## src/design/b64dec_pkg.sv

```systemverilog
package b64dec_pkg;

    // character codes with special meaning
    localparam logic [7:0] CHAR_CR  = 8'h0D;
    localparam logic [7:0] CHAR_LF  = 8'h0A;
    localparam logic [7:0] CHAR_VT  = 8'h0B;
    localparam logic [7:0] CHAR_FF  = 8'h0C;
    localparam logic [7:0] CHAR_EQ  = 8'h3D;
    localparam logic [7:0] CHAR_PLUS  = 8'h2B;
    localparam logic [7:0] CHAR_SLASH = 8'h2F;

    // sextet values of the two symbol characters
    localparam logic [5:0] SEXTET_PLUS  = 6'd62;
    localparam logic [5:0] SEXTET_SLASH = 6'd63;

    // stop reason codes
    typedef enum logic [2:0] {
        STOP_NONE    = 3'd0,
        STOP_END     = 3'd1,
        STOP_BADCHAR = 3'd2,
        STOP_BADPAD  = 3'd3,
        STOP_BADEND  = 3'd4
    } stop_t;

    // one result transaction
    typedef struct packed {
        logic        success;
        logic        message_done;
        stop_t       stop_reason;
        logic        consumed;
        logic        byte_valid;
        logic [7:0]  out_byte;
    } result_t;

    // map a character to {bad, sextet}
    function automatic logic [6:0] sextet_of(input logic [7:0] c);
        logic [6:0] r;
        r = {1'b1, 6'd0};
        if (c inside {[8'h41:8'h5A]}) begin
            r = {1'b0, 6'(c - 8'h41)};
        end else if (c inside {[8'h61:8'h7A]}) begin
            r = {1'b0, 6'(c - 8'h47)};
        end else if (c inside {[8'h30:8'h39]}) begin
            r = {1'b0, 6'(c + 8'h04)};
        end else if (c == CHAR_PLUS) begin
            r = {1'b0, SEXTET_PLUS};
        end else if (c == CHAR_SLASH) begin
            r = {1'b0, SEXTET_SLASH};
        end
        return r;
    endfunction

    // mask of the low n bits of the bit buffer
    function automatic logic [5:0] low_mask(input logic [2:0] n);
        logic [7:0] m;
        m = (8'd1 << n) - 8'd1;
        return m[5:0];
    endfunction

endpackage

```

## src/design/base64_lenient_stream_decoder_unit.sv

```systemverilog
// path: an accepted character is held in the input register, decoded combinationally, and its result
// is captured in the result register, from which it is presented on the master side
// throughput: one character per cycle unless m_tready stalls the result stage; the decode step
// between the input register and the result register is combinational
// reset: aresetn low clears both stage valids and the decoder state
module base64_lenient_stream_decoder_unit import b64dec_pkg::*; (
    input  logic        aclk,
    input  logic        aresetn,
    input  logic        s_tvalid,
    output logic        s_tready,
    input  logic [7:0]  s_tdata,   // char_in
    input  logic        s_tlast,   // is_last
    output logic        m_tvalid,
    input  logic        m_tready,
    output logic [15:0] m_tdata,   // out_byte, byte_valid, consumed, stop_reason, success, 2'b0
    output logic        m_tlast    // message_done
);

    logic       in_vld_reg;
    logic [7:0] in_char_reg;
    logic       in_last_reg;
    logic       out_vld_reg;
    result_t    out_res_reg;
    result_t    res;
    logic       advance;
    logic       fire;

    // handshake: the result stage frees when empty or being taken
    assign advance  = !out_vld_reg || m_tready;
    assign fire     = in_vld_reg && advance;
    assign s_tready = !in_vld_reg || advance;

    // input register
    always_ff @(posedge aclk) begin
        if (!aresetn) begin
            in_vld_reg <= 1'b0;
        end else if (s_tready) begin
            in_vld_reg <= s_tvalid;
        end
    end

    always_ff @(posedge aclk) begin
        if (s_tready && s_tvalid) begin
            in_char_reg <= s_tdata;
            in_last_reg <= s_tlast;
        end
    end

    b64dec_core u_core (
        .aclk    (aclk),
        .aresetn (aresetn),
        .fire    (fire),
        .char_in (in_char_reg),
        .is_last (in_last_reg),
        .result  (res)
    );

    // result register
    always_ff @(posedge aclk) begin
        if (!aresetn) begin
            out_vld_reg <= 1'b0;
        end else if (advance) begin
            out_vld_reg <= in_vld_reg;
        end
    end

    always_ff @(posedge aclk) begin
        if (fire) begin
            out_res_reg <= res;
        end
    end

    assign m_tvalid = out_vld_reg;
    assign m_tlast  = out_res_reg.message_done;
    assign m_tdata  = {2'b00, out_res_reg.success, out_res_reg.stop_reason,
                       out_res_reg.consumed, out_res_reg.byte_valid, out_res_reg.out_byte};

endmodule

```

## src/design/b64dec_core.sv

```systemverilog
module b64dec_core import b64dec_pkg::*; (
    input  logic       aclk,
    input  logic       aresetn,
    input  logic       fire,
    input  logic [7:0] char_in,
    input  logic       is_last,
    output result_t    result
);

    logic [5:0] buf_reg, buf_next;
    logic [2:0] cnt_reg, cnt_next;
    logic       pad_reg, pad_next;
    logic       halted_reg, halted_next;
    logic       wrote_reg, wrote_next;

    logic [2:0]  cnt_pad;
    logic [6:0]  sx;
    logic [11:0] acc;
    logic [3:0]  n;

    // decode one character against the current state
    always_comb begin
        buf_next    = buf_reg;
        cnt_next    = cnt_reg;
        pad_next    = pad_reg;
        halted_next = halted_reg;
        wrote_next  = wrote_reg;
        cnt_pad     = cnt_reg - 3'd2;
        sx          = sextet_of(char_in);
        acc         = {buf_reg, sx[5:0]};
        n           = {1'b0, cnt_reg} + 4'd6;
        result      = '0;
        result.stop_reason  = STOP_NONE;
        result.message_done = is_last;

        if (!halted_reg) begin
            result.consumed = 1'b1;
            if (char_in inside {CHAR_CR, CHAR_LF, CHAR_VT, CHAR_FF}) begin
                // whitespace skipped
            end else if (char_in == CHAR_EQ && !pad_reg && cnt_reg == 3'd0) begin
                result.consumed    = 1'b0;
                result.stop_reason = STOP_END;
                halted_next        = 1'b1;
            end else if (char_in == CHAR_EQ && !pad_reg &&
                         (cnt_reg > 3'd4 || (buf_reg & low_mask(cnt_reg)) != 6'd0)) begin
                result.stop_reason = STOP_BADEND;
                halted_next        = 1'b1;
            end else if (pad_reg || char_in == CHAR_EQ) begin
                pad_next = 1'b1;
                if (char_in != CHAR_EQ) begin
                    result.stop_reason = STOP_BADPAD;
                    halted_next        = 1'b1;
                end else begin
                    cnt_next = cnt_pad;
                    buf_next = buf_reg & low_mask(cnt_pad);
                    if (cnt_pad == 3'd0) begin
                        result.stop_reason = STOP_END;
                        halted_next        = 1'b1;
                    end
                end
            end else if (sx[6]) begin
                result.stop_reason = STOP_BADCHAR;
                halted_next        = 1'b1;
            end else begin
                // shift in six bits, take a byte once eight are pending
                if (n >= 4'd8) begin
                    n                 = n - 4'd8;
                    result.out_byte   = 8'(acc >> n);
                    result.byte_valid = 1'b1;
                    wrote_next        = 1'b1;
                end
                cnt_next = n[2:0];
                buf_next = acc[5:0] & low_mask(n[2:0]);
            end
        end

        // end of message: report and clear
        if (is_last) begin
            result.success = wrote_next && cnt_next == 3'd0;
            buf_next    = '0;
            cnt_next    = '0;
            pad_next    = 1'b0;
            halted_next = 1'b0;
            wrote_next  = 1'b0;
        end
    end

    // decoder state, advanced once per transaction
    always_ff @(posedge aclk) begin
        if (!aresetn) begin
            buf_reg    <= '0;
            cnt_reg    <= '0;
            pad_reg    <= 1'b0;
            halted_reg <= 1'b0;
            wrote_reg  <= 1'b0;
        end else if (fire) begin
            buf_reg    <= buf_next;
            cnt_reg    <= cnt_next;
            pad_reg    <= pad_next;
            halted_reg <= halted_next;
            wrote_reg  <= wrote_next;
        end
    end

endmodule

```

## config.mk

```make
export PLATFORM = sky130hd
export DESIGN_NAME = base64_lenient_stream_decoder_unit
export DESIGN_NICKNAME = d
export VERILOG_FILES = /design/src/design/b64dec_pkg.sv /design/src/design/base64_lenient_stream_decoder_unit.sv /design/src/design/b64dec_core.sv
export SDC_FILE = /design/constraint.sdc
export NUM_CORES = 1
export LEC_CHECK = 0
export BUFFER_PORTS_ARGS = -buffer_cell sky130_fd_sc_hd__buf_2
export CAP_MARGIN = 40
export CORE_MARGIN = 2
export CORE_UTILIZATION = 30
export CTS_CLUSTER_DIAMETER = 80
export CTS_CLUSTER_SIZE = 14
export DETAILED_ROUTE_END_ITERATION = 8
export GPL_TIMING_DRIVEN = 1
export PLACE_DENSITY_LB_ADDON = 0.12
export SKIP_CTS_REPAIR_TIMING = 1
export SLEW_MARGIN = 20
export SYNTH_ARGS = -nofsm -noshare
export SYNTH_HDL_FRONTEND = slang
export SYNTH_HIERARCHICAL = 1
export SYNTH_SLANG_ARGS = --single-unit
```

## constraint.sdc

```tcl
create_clock -name aclk -period 2.7 [get_ports aclk]
set_input_delay 0.135 -clock aclk [delete_from_list [all_inputs] [get_ports aclk]]
set_output_delay 0.135 -clock aclk [all_outputs]
set_load 0.01 [all_outputs]
```

==> results_dict.tcl, run 1 <==
set metrics [dict create \
    final_common_cell "buf_4" \
    reg2regPathDepth 10 \
    yosysTopAreaCellShare_pct 27.7 \
    muxShareOfSynthArea_pct 2.40 \
    antenna_left 0 \
    final_core_util_pct 38.2 \
    hold_path_depth 1 \
    fill_cells 895 \
    first_pass_iters 4 \
    syn_avg_cell_area_um2 9.38 \
    finalHoldViolCount 0 \
    worstPathMaxFanout 9 \
    synth-simple-area-share_pct 22.9 \
    synthDistinctLibCells 66 \
    slowest_delay_ns 0.51 \
    status "completed" \
    endpoint_kind "flop" \
    insertion_delay_ns 0.30 \
    power.leakage_uw 0.00133 \
    critPathKind "flop to flop" \
    port_buffers 29 \
    syn-cell-area_um2 2610 \
    synth_top_family_by_area "simple AND/OR/NAND/NOR gates" \
    grt_pass1_wl_um 11500 \
    r2r_slack_ns 0.17 \
    crit_family "simple AND/OR/NAND/NOR gates" \
    final_nets 375 \
    cp-start-kind "flop" \
    antenna_found_initial 0 \
    grt_pass1_vias 2306 \
    cp_num_buf_inv 2 \
    power_density_nw_per_um2 411 \
    drive_gt1_share_pct 30.8 \
    cp.depth 10 \
    largest_register_ffs 14 \
    dieArea_um2 9450 \
    dieWidth_um 97.2 \
    synth_edf_count 24 \
    ctsRootBufferMaster "clkbuf_8" \
    maxCapViolations 0 \
    grt_max_degree 18 \
    setup_viol 0 \
    synth-compound-area-share_pct 18.7 \
    routed_wl_um 6960 \
    routed_via_density 5.10 \
    drcViolationCount 0 \
    synth-seq-cells 37 \
    regToRegEndpoint "m_tdata[0]$_DFFE_PP_" \
    power_uw 1340 \
    hold_end "in_last_reg$_DFFE_PP_" \
    core_um2 8550 \
    cts_sinks 37 \
    grt_usage_pct 15.1 \
    wl_per_cell_um 15.5 \
    finalInstanceArea_um2 3270 \
    synth.area.top_cells "edfxtp_1 28%, dfxtp_1 10%, ha_1 9.6%" \
    grt_remaining_overflow 0 \
    layout_common_cells "38 x buf_4, 29 x buf_2, 25 x nor2_1" \
    vdd_ir_drop_max_uv 217 \
    drtIter0Drc 63 \
    r2r_start "in_char_reg[0]$_DFFE_PP_" \
    period_needed_ns 2.53 \
    num_rows 34 \
    syn_inst 278 \
    cts_max_level 2 \
    gp_congestion 0.838 \
    synthXorXnorAreaFrac_pct 1.68 \
    crit_required_ns 2.83 \
    crit_chain "inv_2 > ha_2 > nor2b_1 > o211ai_1 > nand4bb_1 > and2_0 > or4b_4 > inv_4 > o21ai_0 > o32ai_1" \
    ys.flop_type "edfxtp_1" \
    diodes 0 \
    period_share_pct 93.8 \
    clock_path_buffers 2 \
    yosys_warnings 6 \
    timing.hold.ws_ns 0.0137 \
    hold_path.class "input port to flop" \
    crit_slowest_cell "or4b_4" \
    start_util_pct 30.5 \
    vias 2292 \
    synthToLayoutAreaGrowth_pct 25.4 \
    worst_ep_arrival_time_ns 2.66 \
    ys_seq_area_share_pct 37.6 \
    fin_tns_setup_ns 0 \
    dp_hpwl_um 5390 \
    die_h_um 97.2 \
    synthAdderAreaFrac_pct 11.1 \
    synthArstFlopShare_pct 0 \
    clk_pin_slew_ns 0.08 \
    rsz0062_at_grt "no" \
    io_pins 32 \
    min_from "s_tlast" \
    yosysTopAreaCell "edfxtp_1" \
    cts_made_buffers 5 \
    max_freq_mhz 395 \
    dpl_cell_area_um2 3100 \
    finalMaxSlewViolations 0 \
    finClkSkew_ns 0.0125 \
    cts_tree "built" \
]
## metrics by stage
stage	cells	worst slack [ns]
floorplan	279	-0.0319
global placement	439	0.110
detailed placement	439	0.00768
CTS	447	-0.00406
global route	449	0.000503
finish	449	0.167
## Yosys cell counts (2+ instances only)
master	number
nor2_1	25
nand2_1	18
o2bb2ai_1	2
xnor2_1	4
or4_1	2
ha_1	20
conb_1	3
and4bb_2	2
buf_4	3
a21oi_1	13
nor2b_1	7
a21o_1	2
nand3_1	12
mux2i_1	4
edfxtp_1	24
o32ai_1	2
a21oi_2	2
buf_2	3
mux2_2	2
fa_1	2
o21ai_0	11
a211oi_1	2
nor3_1	8
nand2b_1	3
and3_1	2
clkbuf_1	6
o211ai_1	7
or3_1	3
inv_1	14
o22ai_1	4
a31oi_1	7
and2_1	2
a2111oi_0	2
nor4_1	2
nand4_1	5
o21ai_1	5
a22oi_1	2
dfxtp_1	13
## how the worst max path moves through the flow
stage,from,endpoint
floorplan,in_char_reg[1]$_DFFE_PP_,m_tdata[0]$_DFFE_PP_
global placement,in_char_reg[0]$_DFFE_PP_,m_tdata[2]$_DFFE_PP_
detailed placement,in_char_reg[2]$_DFFE_PP_,m_tdata[2]$_DFFE_PP_
CTS,in_char_reg[2]$_DFFE_PP_,m_tdata[2]$_DFFE_PP_
global route,in_char_reg[0]$_DFFE_PP_,m_tdata[0]$_DFFE_PP_
finish,in_char_reg[0]$_DFFE_PP_,m_tdata[0]$_DFFE_PP_
## report_power, final
| group | switching (uW) | internal (uW) | total, uW |
|---|---|---|---|
| Sequential | 17.0 | 622 | 639 |
| Combinational | 130 | 94.7 | 225 |
| Clock | 206 | 274 | 480 |
## layer usage
metal  GRT usage, %  vias to the layer above  share of wire [%]
met2           25.6                       61                 49
li1               -                     1143                  -
met1           19.4                     1075                 45
met4           5.20                        0                2.1
met5              0                        -                  0
met3           2.45                       13                3.9
## cells by family after synthesis
| group | Yosys count |
|---|---|
| XOR/XNOR | 5 |
| AO/OA/AOI/OAI | 71 |
| buffers and inverters | 29 |
| AND/OR/NAND/NOR | 105 |
| flip-flops | 37 |
| other | 3 |
| multiplexers | 6 |
| adder cells (fa/ha/maj) | 22 |
## final cells by class
| cell class | instances | area [um2] | share of cell area, % |
|---|---|---|---|
| Multi-Input combinational cell | 213 | 1550 | 47.4 |
| Sequential cell | 37 | 981 | 30.0 |
| Timing Repair Buffer | 68 | 438 | 13.4 |
| Tap cell | 108 | 135 | 4.13 |
| Clock buffer | 6 | 72.6 | 2.22 |
| Inverter | 15 | 58.8 | 1.80 |
| Clock inverter | 2 | 35.0 | 1.07 |
Power figures use the tool's default switching activity.
==> run 2: changes to the inputs <==
==> constraint.sdc (replaced) <==
create_clock -name aclk -period 2.7 [get_ports aclk]
set_input_delay 0.135 -clock aclk [delete_from_list [all_inputs] [get_ports aclk]]
set_output_delay 0.135 -clock aclk [all_outputs]
set_load 0.1 [all_outputs]
==> results_dict.tcl, run 2 (same netlist as run 1, synthesis figures left out) <==
set metrics [dict create \
    first_pass_iters 4 \
    worstPathMaxFanout 7 \
    finalInstanceArea_um2 3310 \
    endpoint_kind "flop" \
    setup_viol 0 \
    final_common_cell "buf_4" \
    period_share_pct 95.6 \
    drcViolationCount 0 \
    synthToLayoutAreaGrowth_pct 27.2 \
    vias 2299 \
    port_buffers 29 \
    cts_max_level 2 \
    cpMostUsedCell "buf_4" \
    cts_tree "built" \
    finClkSkew_ns 0.0126 \
    worst_ep_arrival_time_ns 2.61 \
    routed_wl_um 6840 \
    dp.cells 441 \
    layout_common_cells "42 x buf_4, 29 x buf_2, 25 x nor2_1" \
    max_freq_mhz 388 \
    swShare_pct 29.1 \
    gp_congestion 0.796 \
    slowest_delay_ns 0.42 \
    ctsRootBufferMaster "clkbuf_8" \
    power_frac_seq_pct 45.6 \
    p_int_uw 995 \
    clk_pin_slew_ns 0.08 \
    grt_pass1_wl_um 11300 \
    crit_chain "buf_4 > buf_4 > and4bb_2 > or3_1 > nand3_1 > nor2_1 > a2111oi_2 > buf_4 > and2_1 > o32ai_2" \
    vdd_ir_drop_max_uv 203 \
    cp-start-kind "flop" \
    p_sw_uw 408 \
    antenna_left 0 \
    crit_slowest_cell "edfxtp_1" \
    power_uw 1400 \
    period_needed_ns 2.58 \
    clkPwrFrac_pct 33.7 \
    maxCapViolations 0 \
    power.leakage_uw 0.00136 \
    cts_made_buffers 5 \
    io_pins 32 \
    routed_via_density 5.08 \
    num_rows 34 \
    grt_max_degree 18 \
    wl_per_cell_um 15.1 \
    crit_required_ns 2.73 \
    finalHoldViolCount 0 \
    die_h_um 97.2 \
    grt_usage_pct 14.8 \
    dieArea_um2 9450 \
    start_util_pct 30.5 \
    p_comb_share_pct 20.6 \
    dp_hpwl_um 5370 \
    hold_path.class "input port to flop" \
    dpl_cell_area_um2 3120 \
    clock_path_buffers 2 \
    grt_remaining_overflow 0 \
    power_density_nw_per_um2 423 \
    insertion_delay_ns 0.29 \
    grt_pass1_vias 2218 \
    critPathKind "flop to flop" \
    final_cells 453 \
    cts_sinks 37 \
    antenna_found_initial 0 \
    status "completed" \
    largest_register_ffs 14 \
    diodes 0 \
    drive_gt1_share_pct 31.9 \
    drtIter0Drc 100 \
    dieWidth_um 97.2 \
    rsz0062_at_grt "yes" \
    finalMaxSlewViolations 0 \
    core_um2 8550 \
    final_nets 379 \
]
## run 2: changes by cell type in the layout (fill, tap and decap cells not counted), sizes merged
cell | before | now
buf | 67 | 71
## run 2: cell type report
class	instances	area, um2
well taps	108	135
clock buffers	6	72.6
clock inverters	2	35.0
repair buffers	72	468
inverters	15	58.8
fillers	881	5240
multi-input cells	213	1560
flip-flops and latches	37	981
## run 2: routing by layer
layer | wire length (um) | global-route usage, % | part of all wire [%]
met5 | 0 | 0 | 0
met4 | 59 | 3.14 | 0.86
met3 | 288 | 2.81 | 4.2
met2 | 3350 | 25.5 | 49
met1 | 3140 | 19.4 | 46
## run 2: worst max-delay path, delay by kind of cell (launching register included)
kind            cells  cell delay (ns)
flops               1             0.42
buf+inv             3             0.50
simple gates        5             0.98
compound gates      2             0.44
## run 2: power by group through the flow
stage               Sequential (uW)  Clock, uW  Combinational (uW)
floorplan                       702          0                 144
global placement                654          0                 278
detailed placement              654          0                 276
CTS                             642        492                 277
global route                    643        514                 312
finish                          640        473                 289
## run 2: per-stage QoR
step	utilization (%)	TNS [ns]	worst slack, ns	hold slack (ns)
final	38.8	0	0.120	0.0222
after global routing	38.8	-0.116	-0.0566	0.0131
after CTS	37.7	0	0.0537	0.0109
after detailed placement	36.5	0	0.0608	0.313
after global placement	36.5	0	0.0666	0.312
after floorplan	-	-0.0967	-0.0405	0.234
## run 2: path summary, 6_finish.rpt
| path | from | to | slack, ns | cells after the start |
|---|---|---|---|---|
| setup / recovery | in_char_reg[3]$_DFFE_PP_ | m_tdata[2]$_DFFE_PP_ | 0.12 | 10 |
| hold / removal | s_tlast | in_last_reg$_DFFE_PP_ | 0.02 | 1 |
| setup reg to reg | in_char_reg[3]$_DFFE_PP_ | m_tdata[2]$_DFFE_PP_ | 0.12 | 10 |
| hold reg to reg | u_core/wrote_reg$_SDFFE_PN0P_ | u_core/wrote_reg$_SDFFE_PN0P_ | 0.48 | 2 |
